[config.mk]
export PLATFORM = sky130hd
export DESIGN_NAME = nupb_div
export DESIGN_NICKNAME = d
export VERILOG_FILES = /design/src/nupb_pkg.sv /design/src/nupb_div.sv
export SDC_FILE = /design/constraint.sdc
export NUM_CORES = 1
export LEC_CHECK = 0
export BUFFER_PORTS_ARGS = -buffer_cell sky130_fd_sc_hd__buf_4
export CAP_MARGIN = 5
export CORE_ASPECT_RATIO = 2
export CORE_UTILIZATION = 55
export CTS_BUF_LIST = sky130_fd_sc_hd__clkbuf_8
export DETAILED_ROUTE_END_ITERATION = 6
export GPL_ROUTABILITY_DRIVEN = 0
export HOLD_SLACK_MARGIN = 0.12
export PLACE_DENSITY_LB_ADDON = 0.3
export SLEW_MARGIN = 25
export SYNTH_ARGS = -nofsm -noshare
export SYNTH_HDL_FRONTEND = slang
export SYNTH_SLANG_ARGS = --single-unit
[constraint.sdc]
create_clock -name clk_i -period 3.5 [get_ports clk_i]
set_input_delay 0.525 -clock clk_i [delete_from_list [all_inputs] [get_ports clk_i]]
set_output_delay 0.525 -clock clk_i [all_outputs]
set_load 0.02 [all_outputs]
[src/nupb_pkg.sv]
// nupb_pkg: shared types and constants for the nat udp port block table
// no dependencies
package nupb_pkg;

  localparam int unsigned TableDepth = 64;
  localparam int unsigned IdxW       = $clog2(TableDepth);
  localparam int unsigned CntW       = IdxW + 1;

  localparam logic [15:0] PortBase = 16'd1024;

  typedef enum logic [2:0] {
    ACT_NEW    = 3'd0,
    ACT_DELETE = 3'd1,
    ACT_ASSIGN = 3'd2,
    ACT_QUERY  = 3'd3,
    ACT_REV    = 3'd4
  } action_e;

  typedef enum logic [1:0] {
    ST_OK       = 2'd0,
    ST_NOTFOUND = 2'd1,
    ST_FULL     = 2'd2
  } status_e;

  typedef enum logic [0:0] {
    REG_SHARE_RATIO = 1'b0,
    REG_PORT_CHUNK  = 1'b1
  } reg_e;

  typedef enum logic [3:0] {
    S_IDLE,
    S_DIV,
    S_SCAN,
    S_SCAN_WAIT,
    S_MUL,
    S_HIDE,
    S_HIDE_WAIT,
    S_APPLY,
    S_OUT
  } state_e;

  // divider control: start a 32 by 16 restoring divide
  typedef struct packed {
    logic        start;
    logic [31:0] dividend;
    logic [15:0] divisor;
  } div_req_t;

  typedef struct packed {
    logic        busy;
    logic [31:0] quot;
    logic [15:0] rem;
  } div_rsp_t;

endpackage

[src/nupb_div.sv]
// nupb_div: shared serial restoring divider, one quotient bit per cycle
// depends on nupb_pkg
module nupb_div (
  input  logic               clk_i,
  input  logic               rst_ni,
  input  nupb_pkg::div_req_t req_i,
  output nupb_pkg::div_rsp_t rsp_o
);
  import nupb_pkg::*;

  logic [5:0]  cnt_q, cnt_d;
  logic        busy_q, busy_d;
  logic [31:0] quot_q, quot_d;
  logic [16:0] rem_q, rem_d;
  logic [15:0] dvs_q, dvs_d;
  logic [16:0] trial;

  always_comb begin
    busy_d = busy_q;
    cnt_d  = cnt_q;
    quot_d = quot_q;
    rem_d  = rem_q;
    dvs_d  = dvs_q;
    trial  = {rem_q[15:0], quot_q[31]};
    if (req_i.start) begin
      busy_d = 1'b1;
      cnt_d  = 6'd32;
      quot_d = req_i.dividend;
      rem_d  = '0;
      dvs_d  = req_i.divisor;
    end else if (busy_q) begin
      if (trial >= {1'b0, dvs_q}) begin
        rem_d  = trial - {1'b0, dvs_q};
        quot_d = {quot_q[30:0], 1'b1};
      end else begin
        rem_d  = trial;
        quot_d = {quot_q[30:0], 1'b0};
      end
      cnt_d = cnt_q - 6'd1;
      if (cnt_q == 6'd1) begin
        busy_d = 1'b0;
      end
    end
  end

  always_ff @(posedge clk_i or negedge rst_ni) begin
    if (!rst_ni) begin
      busy_q <= 1'b0;
      cnt_q  <= '0;
    end else begin
      busy_q <= busy_d;
      cnt_q  <= cnt_d;
    end
  end

  always_ff @(posedge clk_i) begin
    quot_q <= quot_d;
    rem_q  <= rem_d;
    dvs_q  <= dvs_d;
  end

  assign rsp_o.busy = busy_q;
  assign rsp_o.quot = quot_q;
  assign rsp_o.rem  = rem_q[15:0];

  busy_counts: assert property (@(posedge clk_i) disable iff (!rst_ni)
    busy_q && !req_i.start && cnt_q == 6'd1 |=> !busy_q)
    else $error("divider did not finish");
  start_busy: assert property (@(posedge clk_i) disable iff (!rst_ni)
    req_i.start |=> busy_q && cnt_q == 6'd32)
    else $error("divider did not start");
  rem_small: assert property (@(posedge clk_i) disable iff (!rst_ni)
    busy_q && dvs_q != 16'd0 |-> rem_q < {1'b0, dvs_q})
    else $error("remainder out of range");
endmodule

==> tab_implementation.tex, run 1 <==
\begin{tabular}{lr}
\hline
Metric & Value \\
\hline
\multicolumn{2}{l}{\textbf{Status}} \\
Run status & completed \\
\multicolumn{2}{l}{\textbf{Logic synthesis}} \\
Top cell type's share of synthesized area & 37.8\% \\
Synthesized Nets & 398 \\
Yosys warns & 0 \\
Dominant combinational cell family by area after synthesis & multiplexers \\
Proportion of synthesized flip-flops having asynchronous set or reset & 9.86\% \\
Library cell with the highest instance count after synthesis & edfxtp\_1 \\
Simple-gate area share of the yosys netlist & 11.1\% \\
Average instance area after synthesis & about 12 sq um \\
Post-Synth XOR/XNOR Area & 2.76\% \\
Mux contribution to synthesized area & 12.8\% \\
Combined area of all synthesized cells & about 3800 sq um \\
Fraction of the mapped netlist area in adder cells & under 10\% \\
Dominant cells by area after synthesis & edfxtp\_1, mux2\_2, dfxtp\_1 \\
Synthesized flop and latch total & 71 \\
Post-synthesis sequential area ratio & 50.8\% \\
Mapped Cells & 328 \\
Most instantiated flip-flop cell in the synthesis netlist & edfxtp\_1 \\
Top cell type by total area after synthesis & edfxtp\_1 \\
Number of enable-type register cells in the synthesized netlist & 48 \\
Commonest cells in the netlist & edfxtp\_1, mux2\_2, nor2\_1 \\
Number of distinct library cells after synthesis & 57 \\
Post-synthesis compound-gate area fraction & between 10\% and 20\% \\
\multicolumn{2}{l}{\textbf{Clocking}} \\
Root Buffer & clkbuf\_8 \\
CTS tree & yes \\
Clock latency reported for the late side of the worst-skew pair & approximately 350 ps \\
Post-CTS Repair Setup Buffers & 0 \\
Number of clock buffers inserted by TritonCTS & 9 \\
\# hold bufs at CTS & 1 \\
Clock tree sinks & 71 \\
Number of buffers on the longest clock path & 2 \\
Number of gates given a new drive strength after cts & 0 \\
Number of H-tree levels & 3 \\
Clock-pin slew of the registers on the worst-case setup and hold paths & 80 ps \\
\multicolumn{2}{l}{\textbf{Die}} \\
Initial Util & 57.1\% \\
Total Die Area & 7290 sq um \\
Chip width & 60.9 um \\
Core Footprint & 6670 sq um \\
Number of ports placed on the die boundary & 100 \\
Number of core rows & 42 \\
Chip Height & 120 um \\
\multicolumn{2}{l}{\textbf{Drt}} \\
Vias per cell & 5.63 \\
Routed wire per std cell & 15.8 um \\
Routed wire length & 8190 um \\
DRT iter0 DRCs & 165 \\
Routed Antenna Nets & 0 \\
DRC violation count after routing & 0 \\
Via count of the routed design & 2,928 \\
Number of iterations in the first detailed-routing pass & 5 \\
\multicolumn{2}{l}{\textbf{STA}} \\
Worst clock skew & 6.70 ps \\
Headroom to the max-slew limit & 50.2\% \\
Finish-stage setup viols & 0 \\
Total negative slack & 0 ps \\
Post-route clock period utilization & 79.2\% \\
Maximum frequency from static timing analysis & 361 MHz \\
Final hold violation count & 0 \\
RSZ-0062 raised after global routing & false \\
Tightest Pin Transition & 747 ps \\
Final worst path period need & 2770 ps \\
Number of slew-limit violations in the final report & 0 \\
\multicolumn{2}{l}{\textbf{Critical path}} \\
Largest driver fanout on the critical path & 13 \\
Arrival time at the worst endpoint & 3040 ps \\
Crit. End Element & flip-flop \\
Worst Setup Path Type & reg2reg \\
Data required, critical path & 3770 ps \\
Critical path startpoint category & flip-flop \\
Setup slack, reg-to-reg & 730 ps \\
\multicolumn{2}{l}{\textbf{Layout}} \\
Sequential standard cell area & 1940 sq um \\
Diode insertion count for antenna repair & 0 \\
Footprint of the multi-input gates & 1720 sq um \\
Post-Route Utilization & 71.9\% \\
Layout cell share with drive strength beyond 1 & 36.8\% \\
Fill cell instance count of the final layout & 501 \\
Final-stage net count & 497 \\
Layout Area Growth over Synthesis & 25.8\% \\
\multicolumn{2}{l}{\textbf{GRT}} \\
Number of global-route vias before repair & 2,952 \\
Largest net degree at the start of global routing & 39 \\
Sum of overflow across all layers after global routing & 0 \\
Number of antenna violations at the first check in global routing & 0 \\
Global router's overall resource usage & 24.4\% \\
Global-route wire length before repair & 13,100 um \\
\multicolumn{2}{l}{\textbf{Job}} \\
Max-cap violations & 0 \\
\multicolumn{2}{l}{\textbf{Pwr}} \\
Largest vdd supply drop & 0.370 mV \\
Leakage power of the design & $\sim$2.1 nW \\
Total power density per cell area & $\sim$520 nW/um\^{}2 \\
\multicolumn{2}{l}{\textbf{Place}} \\
Count of input and output buffers & 99 \\
Detailed Place HPWL & 5910 um \\
\multicolumn{2}{l}{\textbf{Hold path}} \\
Class of the tightest hold or removal check & in2reg \\
\hline
\end{tabular}
worst max-delay path, cell delays in order, from the launching register on:
cell,delay (ps)
edfxtp_1,330
inv_1,40
ha_1,440
and4_1,290
and2_4,180
a21oi_1,90
a31oi_2,480
buf_4,330
mux2_4,320
a211oi_2,200
path summary, 6_finish.rpt:
path	end	start	cells after the start
worst max-delay path	rem_q[0]$_SDFFE_PP0P_	dvs_q[7]$_DFFE_PP_	9
worst min-delay path	dvs_q[3]$_DFFE_PP_	req_i[3]	1
worst max register to register	rem_q[0]$_SDFFE_PP0P_	dvs_q[7]$_DFFE_PP_	9
max in group asynchronous	cnt_q[1]$_DFFE_PN0P_	rst_ni	2
worst min register to register	rem_q[6]$_SDFFE_PP0P_	rem_q[6]$_SDFFE_PP0P_	2
min in group asynchronous	cnt_q[5]$_DFFE_PN0P_	rst_ni	2
layout make-up:
| cell class | instances | share of cell area [%] |
|---|---|---|
| Clock buffer | 10 | 2.87 |
| Clock inverter | 6 | 0.757 |
| Inverter | 21 | 1.64 |
| Multi-Input combinational cell | 221 | 35.9 |
| Sequential cell | 71 | 40.4 |
| Tap cell | 88 | 2.30 |
| Timing Repair Buffer | 103 | 16.2 |
sequential cells by signal, summed over array words and instances (netlist names):
name	count
busy_q	1
rem_q	16
quot_q	32
cnt_q	6
dvs_q	16
routing by layer:
metal	vias to the layer above	part of all wire, %	global-route usage [%]
li1	1411	-	-
met4	0	4.7	14.8
met5	-	0	0
met3	35	6.3	6.36
met2	121	52	40.3
met1	1361	37	26.7
kinds of logic after synthesis:
family,after synthesis
flip-flops,71
multiplexers,44
buffers and inverters,36
AND/OR/NAND/NOR,81
XOR/XNOR,12
AO/OA/AOI/OAI,65
adder cells (fa/ha/maj),19
placed cells by master, fill, tap and decap left out, types with 4 or more instances in the layout:
master    count
a31oi_1       4
xnor2_1       8
o21ai_0       6
a21o_1        6
edfxtp_1     48
a21oi_1      16
clkbuf_8     10
xor2_1        4
inv_1        21
nand2_1      12
ha_1         18
mux2_2       33
dfxtp_1      16
nor2_1       29
mux2i_1      10
buf_4       102
and3_1        5
nand2b_1      6
dfrtp_1       7
nor3_1        7
a211oi_1     13
where the power goes:
group          switching (mW)  internal (mW)  total, mW
logic                   0.420          0.368      0.787
clock network           0.324          0.271      0.595
registers              0.0920           1.03       1.12
total                   0.836           1.67       2.51
stage by stage:
stage / total power [mW] / instance area [sq um] / worst slack [ps] / cells / hold WS (ps)
after global routing: 2.64 / 4800 / 574 / 520 / 335
after detailed placement: 1.92 / 4610 / 796 / 503 / 343
after global placement: 1.90 / 4610 / 874 / 503 / 343
after floorplan: 1.65 / 3810 / 1050 / 328 / 229
final: 2.51 / 4800 / 729 / 520 / 347
after CTS: 2.52 / 4800 / 752 / 520 / 329
Note: power is estimated with default switching activity, not from simulation.
==> run 2, diff against run 1 <==
- CORE_UTILIZATION: 55 -> 50
- clock period: 3.5 -> 2.3 ns (I/O delays scaled with it)
==> run 2 against run 1 <==
Effect of this change:
- the run now ends with negative setup slack left
- routed wire length grew 10%
- clock skew rose by 0.79 ps
- global-route usage down 0.65 points
- critical path depth unchanged
- fmax up 20%
- via count grew 7.1%
- non-clock buffer count increased by 40
- count of clock-buffer cells in the layout fell by 1
==> tab_implementation.tex, run 2 (synthesis results as in run 1) <==
\begin{tabular}{lr}
\hline
Metric & Value \\
\hline
\multicolumn{2}{l}{\textbf{Status}} \\
Run status & complete, but fails checks \\
Failing checks & negative setup slack \\
\multicolumn{2}{l}{\textbf{Clocking}} \\
Number of clock buffers inserted by TritonCTS & 9 (unchanged) \\
Clock tree sinks & 71 (unchanged) \\
Clock latency reported for the late side of the worst-skew pair & 350 ps (about the same) \\
CTS tree & yes \\
Clock-pin slew of the registers on the worst-case setup and hold paths & 80 ps (about the same) \\
Number of buffers on the longest clock path & 2 (unchanged) \\
Number of H-tree levels & 3 (unchanged) \\
Root Buffer & clkbuf\_8 \\
\multicolumn{2}{l}{\textbf{GRT}} \\
Met1 usage & 23.3\% (-3.4 points) \\
Number of antenna violations at the first check in global routing & 0 (unchanged) \\
Sum of overflow across all layers after global routing & 0 (unchanged) \\
Routing usage on met2 & 42.4\% (+2.1 points) \\
Largest net degree at the start of global routing & 33 (-15\%) \\
Global-route wire length before repair & 14,500 um (+11\%) \\
GRT Max-Usage Layer & met2 \\
Global router's overall resource usage & 23.7\% (-0.65 points) \\
Met3 Track Usage GR & 5.75\% (-0.61 points) \\
Number of global-route vias before repair & 3,261 (+10\%) \\
\multicolumn{2}{l}{\textbf{Layout}} \\
Most frequent standard cell in the layout excluding fill and tap cells & buf\_4 \\
Layout cell share with drive strength beyond 1 & 47.2\% (+10 points) \\
Diode insertion count for antenna repair & 0 (unchanged) \\
Final-stage net count & 537 (+8.0\%) \\
Register with the most flip-flops & quot\_q \\
Fill cell instance count of the final layout & 520 (+3.8\%) \\
Layout Area Growth over Synthesis & 39.2\% \\
Max reg flops & 32 (unchanged) \\
Registers with the most flip-flops & quot\_q (32), dvs\_q (16), rem\_q (16) \\
Post-Route Utilization & 72.5\% (+0.65 points) \\
Leading cell types in the layout, fill and taps excluded & buf\_4, edfxtp\_1, mux2\_2 \\
Design Area, Final & 5310 sq um (+11\%) \\
\multicolumn{2}{l}{\textbf{Pwr}} \\
Total power density per cell area & 821 nW/um\^{}2 (+57\%) \\
Overall power after layout & 4.36 mW (+74\%) \\
Leakage power of the design & 2.36 nW (+12\%) \\
Largest vdd supply drop & 0.564 mV (+52\%) \\
\multicolumn{2}{l}{\textbf{Critical path}} \\
CP delay by family, top & simple AND/OR/NAND/NOR gates \\
Number of buffer and inverter stages on the critical path & 0 (-2) \\
End point of the critical path & rem\_q[14]\$\_SDFFE\_PP0P\_ \\
Logic depth of the worst register-to-register path & 9 (unchanged) \\
Endpoint of the worst register-to-register path & rem\_q[14]\$\_SDFFE\_PP0P\_ \\
Setup slack, reg-to-reg & -10 ps (-740 ps) \\
Crit. End Element & flip-flop \\
Cell with the largest stage delay on the worst path & edfxtp\_1 \\
Critical Path Stages & 9 (unchanged) \\
Crit Reg-Reg Startpoint & dvs\_q[0]\$\_DFFE\_PP\_ \\
Largest driver fanout on the critical path & 3 (-10) \\
Worst Setup Path Type & reg2reg \\
Startpoint of the most critical setup path & dvs\_q[0]\$\_DFFE\_PP\_ \\
Critical path startpoint category & flip-flop \\
Critical path, cell by cell & ha\_4 -> fa\_2 -> nor2b\_4 -> o31ai\_4 -> a21oi\_2 -> a31oi\_1 -> or3b\_1 -> and4\_1 -> nor4\_1 \\
Peak per-stage delay on the critical path & 420 ps (-60 ps) \\
Data required, critical path & 2560 ps (-1210 ps) \\
Arrival time at the worst endpoint & 2570 ps (-470 ps) \\
\multicolumn{2}{l}{\textbf{Drt}} \\
Routed wire length & 9030 um (+10\%) \\
Routed Antenna Nets & 0 (unchanged) \\
Vias per cell & 5.56 (-1.2\%) \\
DRT iter0 DRCs & 160 (-3.0\%) \\
DRC violation count after routing & 0 (unchanged) \\
Number of iterations in the first detailed-routing pass & 4 (-1) \\
Via count of the routed design & 3,137 (+7.1\%) \\
Routed wire per std cell & 16.0 um (+1.6\%) \\
\multicolumn{2}{l}{\textbf{STA}} \\
Post-route clock period utilization & 100\% (+21 points) \\
Final worst path period need & 2310 ps (-459 ps) \\
Final hold violation count & 0 (unchanged) \\
Number of slew-limit violations in the final report & 0 (unchanged) \\
Maximum frequency from static timing analysis & 433 MHz (+20\%) \\
Headroom to the max-slew limit & 58.7\% (+8.5 points) \\
RSZ-0062 raised after global routing & true \\
Final setup slack of the worst path & -11.3 ps (-741 ps) \\
Tightest Pin Transition & 619 ps (-128 ps) \\
Finish-stage setup viols & 1 (+1) \\
Worst clock skew & 7.50 ps (+0.795 ps) \\
\multicolumn{2}{l}{\textbf{Die}} \\
Chip width & 63.8 um (+4.7\%) \\
Initial Util & 52.1\% (-5.1 points) \\
Number of ports placed on the die boundary & 100 (unchanged) \\
Core Footprint & 7320 sq um (+9.7\%) \\
Total Die Area & 8000 sq um (+9.8\%) \\
Chip Height & 126 um (+4.8\%) \\
Number of core rows & 44 (+4.8\%) \\
\multicolumn{2}{l}{\textbf{Hold path}} \\
Class of the tightest hold or removal check & in2reg \\
\multicolumn{2}{l}{\textbf{Place}} \\
Dpl cell area & 4900 sq um (+6.3\%) \\
Worst setup timing slack at the placement stage & -66.3 ps (-862 ps) \\
Count of input and output buffers & 99 (unchanged) \\
Detailed Place HPWL & 6890 um (+16\%) \\
\multicolumn{2}{l}{\textbf{Job}} \\
Max-cap violations & 0 (unchanged) \\
\hline
\end{tabular}
run 2: cell types whose count changed in the layout (fill, tap and decap cells not counted), sizes merged:
cell	delta
clkinvlp	-2
inv	+1
clkbuf	-1
clkinv	-1
buf	+40
bufinv	+3
run 2: how the worst min path moves through the flow:
stage | end | cells past startpoint | startpoint | slack [ps]
after global routing | dvs_q[8]$_DFFE_PP_ | 1 | req_i[8] | 140
after detailed placement | busy_q$_DFF_PN0_ | 1 | rst_ni | 160
after global placement | busy_q$_DFF_PN0_ | 1 | rst_ni | 160
final | dvs_q[8]$_DFFE_PP_ | 1 | req_i[8] | 170
after floorplan | busy_q$_DFF_PN0_ | 0 | rst_ni | 50
after CTS | dvs_q[8]$_DFFE_PP_ | 1 | req_i[8] | 150
run 2: per-layer routing:
layer | vias to the layer above | wire [um]
met1 | 1496 | 3230
met2 | 128 | 4990
met5 | - | 0
li1 | 1488 | -
met3 | 25 | 498
met4 | 0 | 310
run 2: timing repair:
item / 4_1_cts / 5_1_grt
setup endpoints to repair: 9 / 12
gates cloned: 0 / 0
pin swaps: 2 / 8
hold buffers: 1 / 0
setup buffers: 1 / 7
endpoints found under the hold margin: 7 / 0
resized for setup: 3 / 16
run 2: worst reg2reg max path: cells and delay by family, from the launching register on:
family | cells | cell delay [ps]
flip-flops | 1 | 420
AO/OA/AOI/OAI | 3 | 380
adder cells (fa/ha/maj) | 2 | 550
AND/OR/NAND/NOR | 4 | 870
run 2: per-stage QoR:
step	cells	TNS (ps)	hold slack [ps]
finish	564	-11.3	167
floorplan	328	-2.28	49.4
global route	564	-325	145
detailed placement	539	-141	159
global placement	539	0	160
CTS	557	-20.7	148
run 2: area by class of cell:
cell class	instances	area, sq um	area share, %
Multi-Input combinational cell	221	1840	34.6
Sequential cell	71	1940	36.6
Clock buffer	9	124	2.33
Tap cell	92	115	2.17
Clock inverter	7	120	2.26
Inverter	21	78.8	1.48
Timing Repair Buffer	143	1090	20.6
run 2: power by group:
group / leakage, nW / switching, mW / internal [mW]
logic: 1.52 / 0.716 / 0.707
registers: 0.712 / 0.141 / 1.57
clock network: 0.120 / 0.497 / 0.724
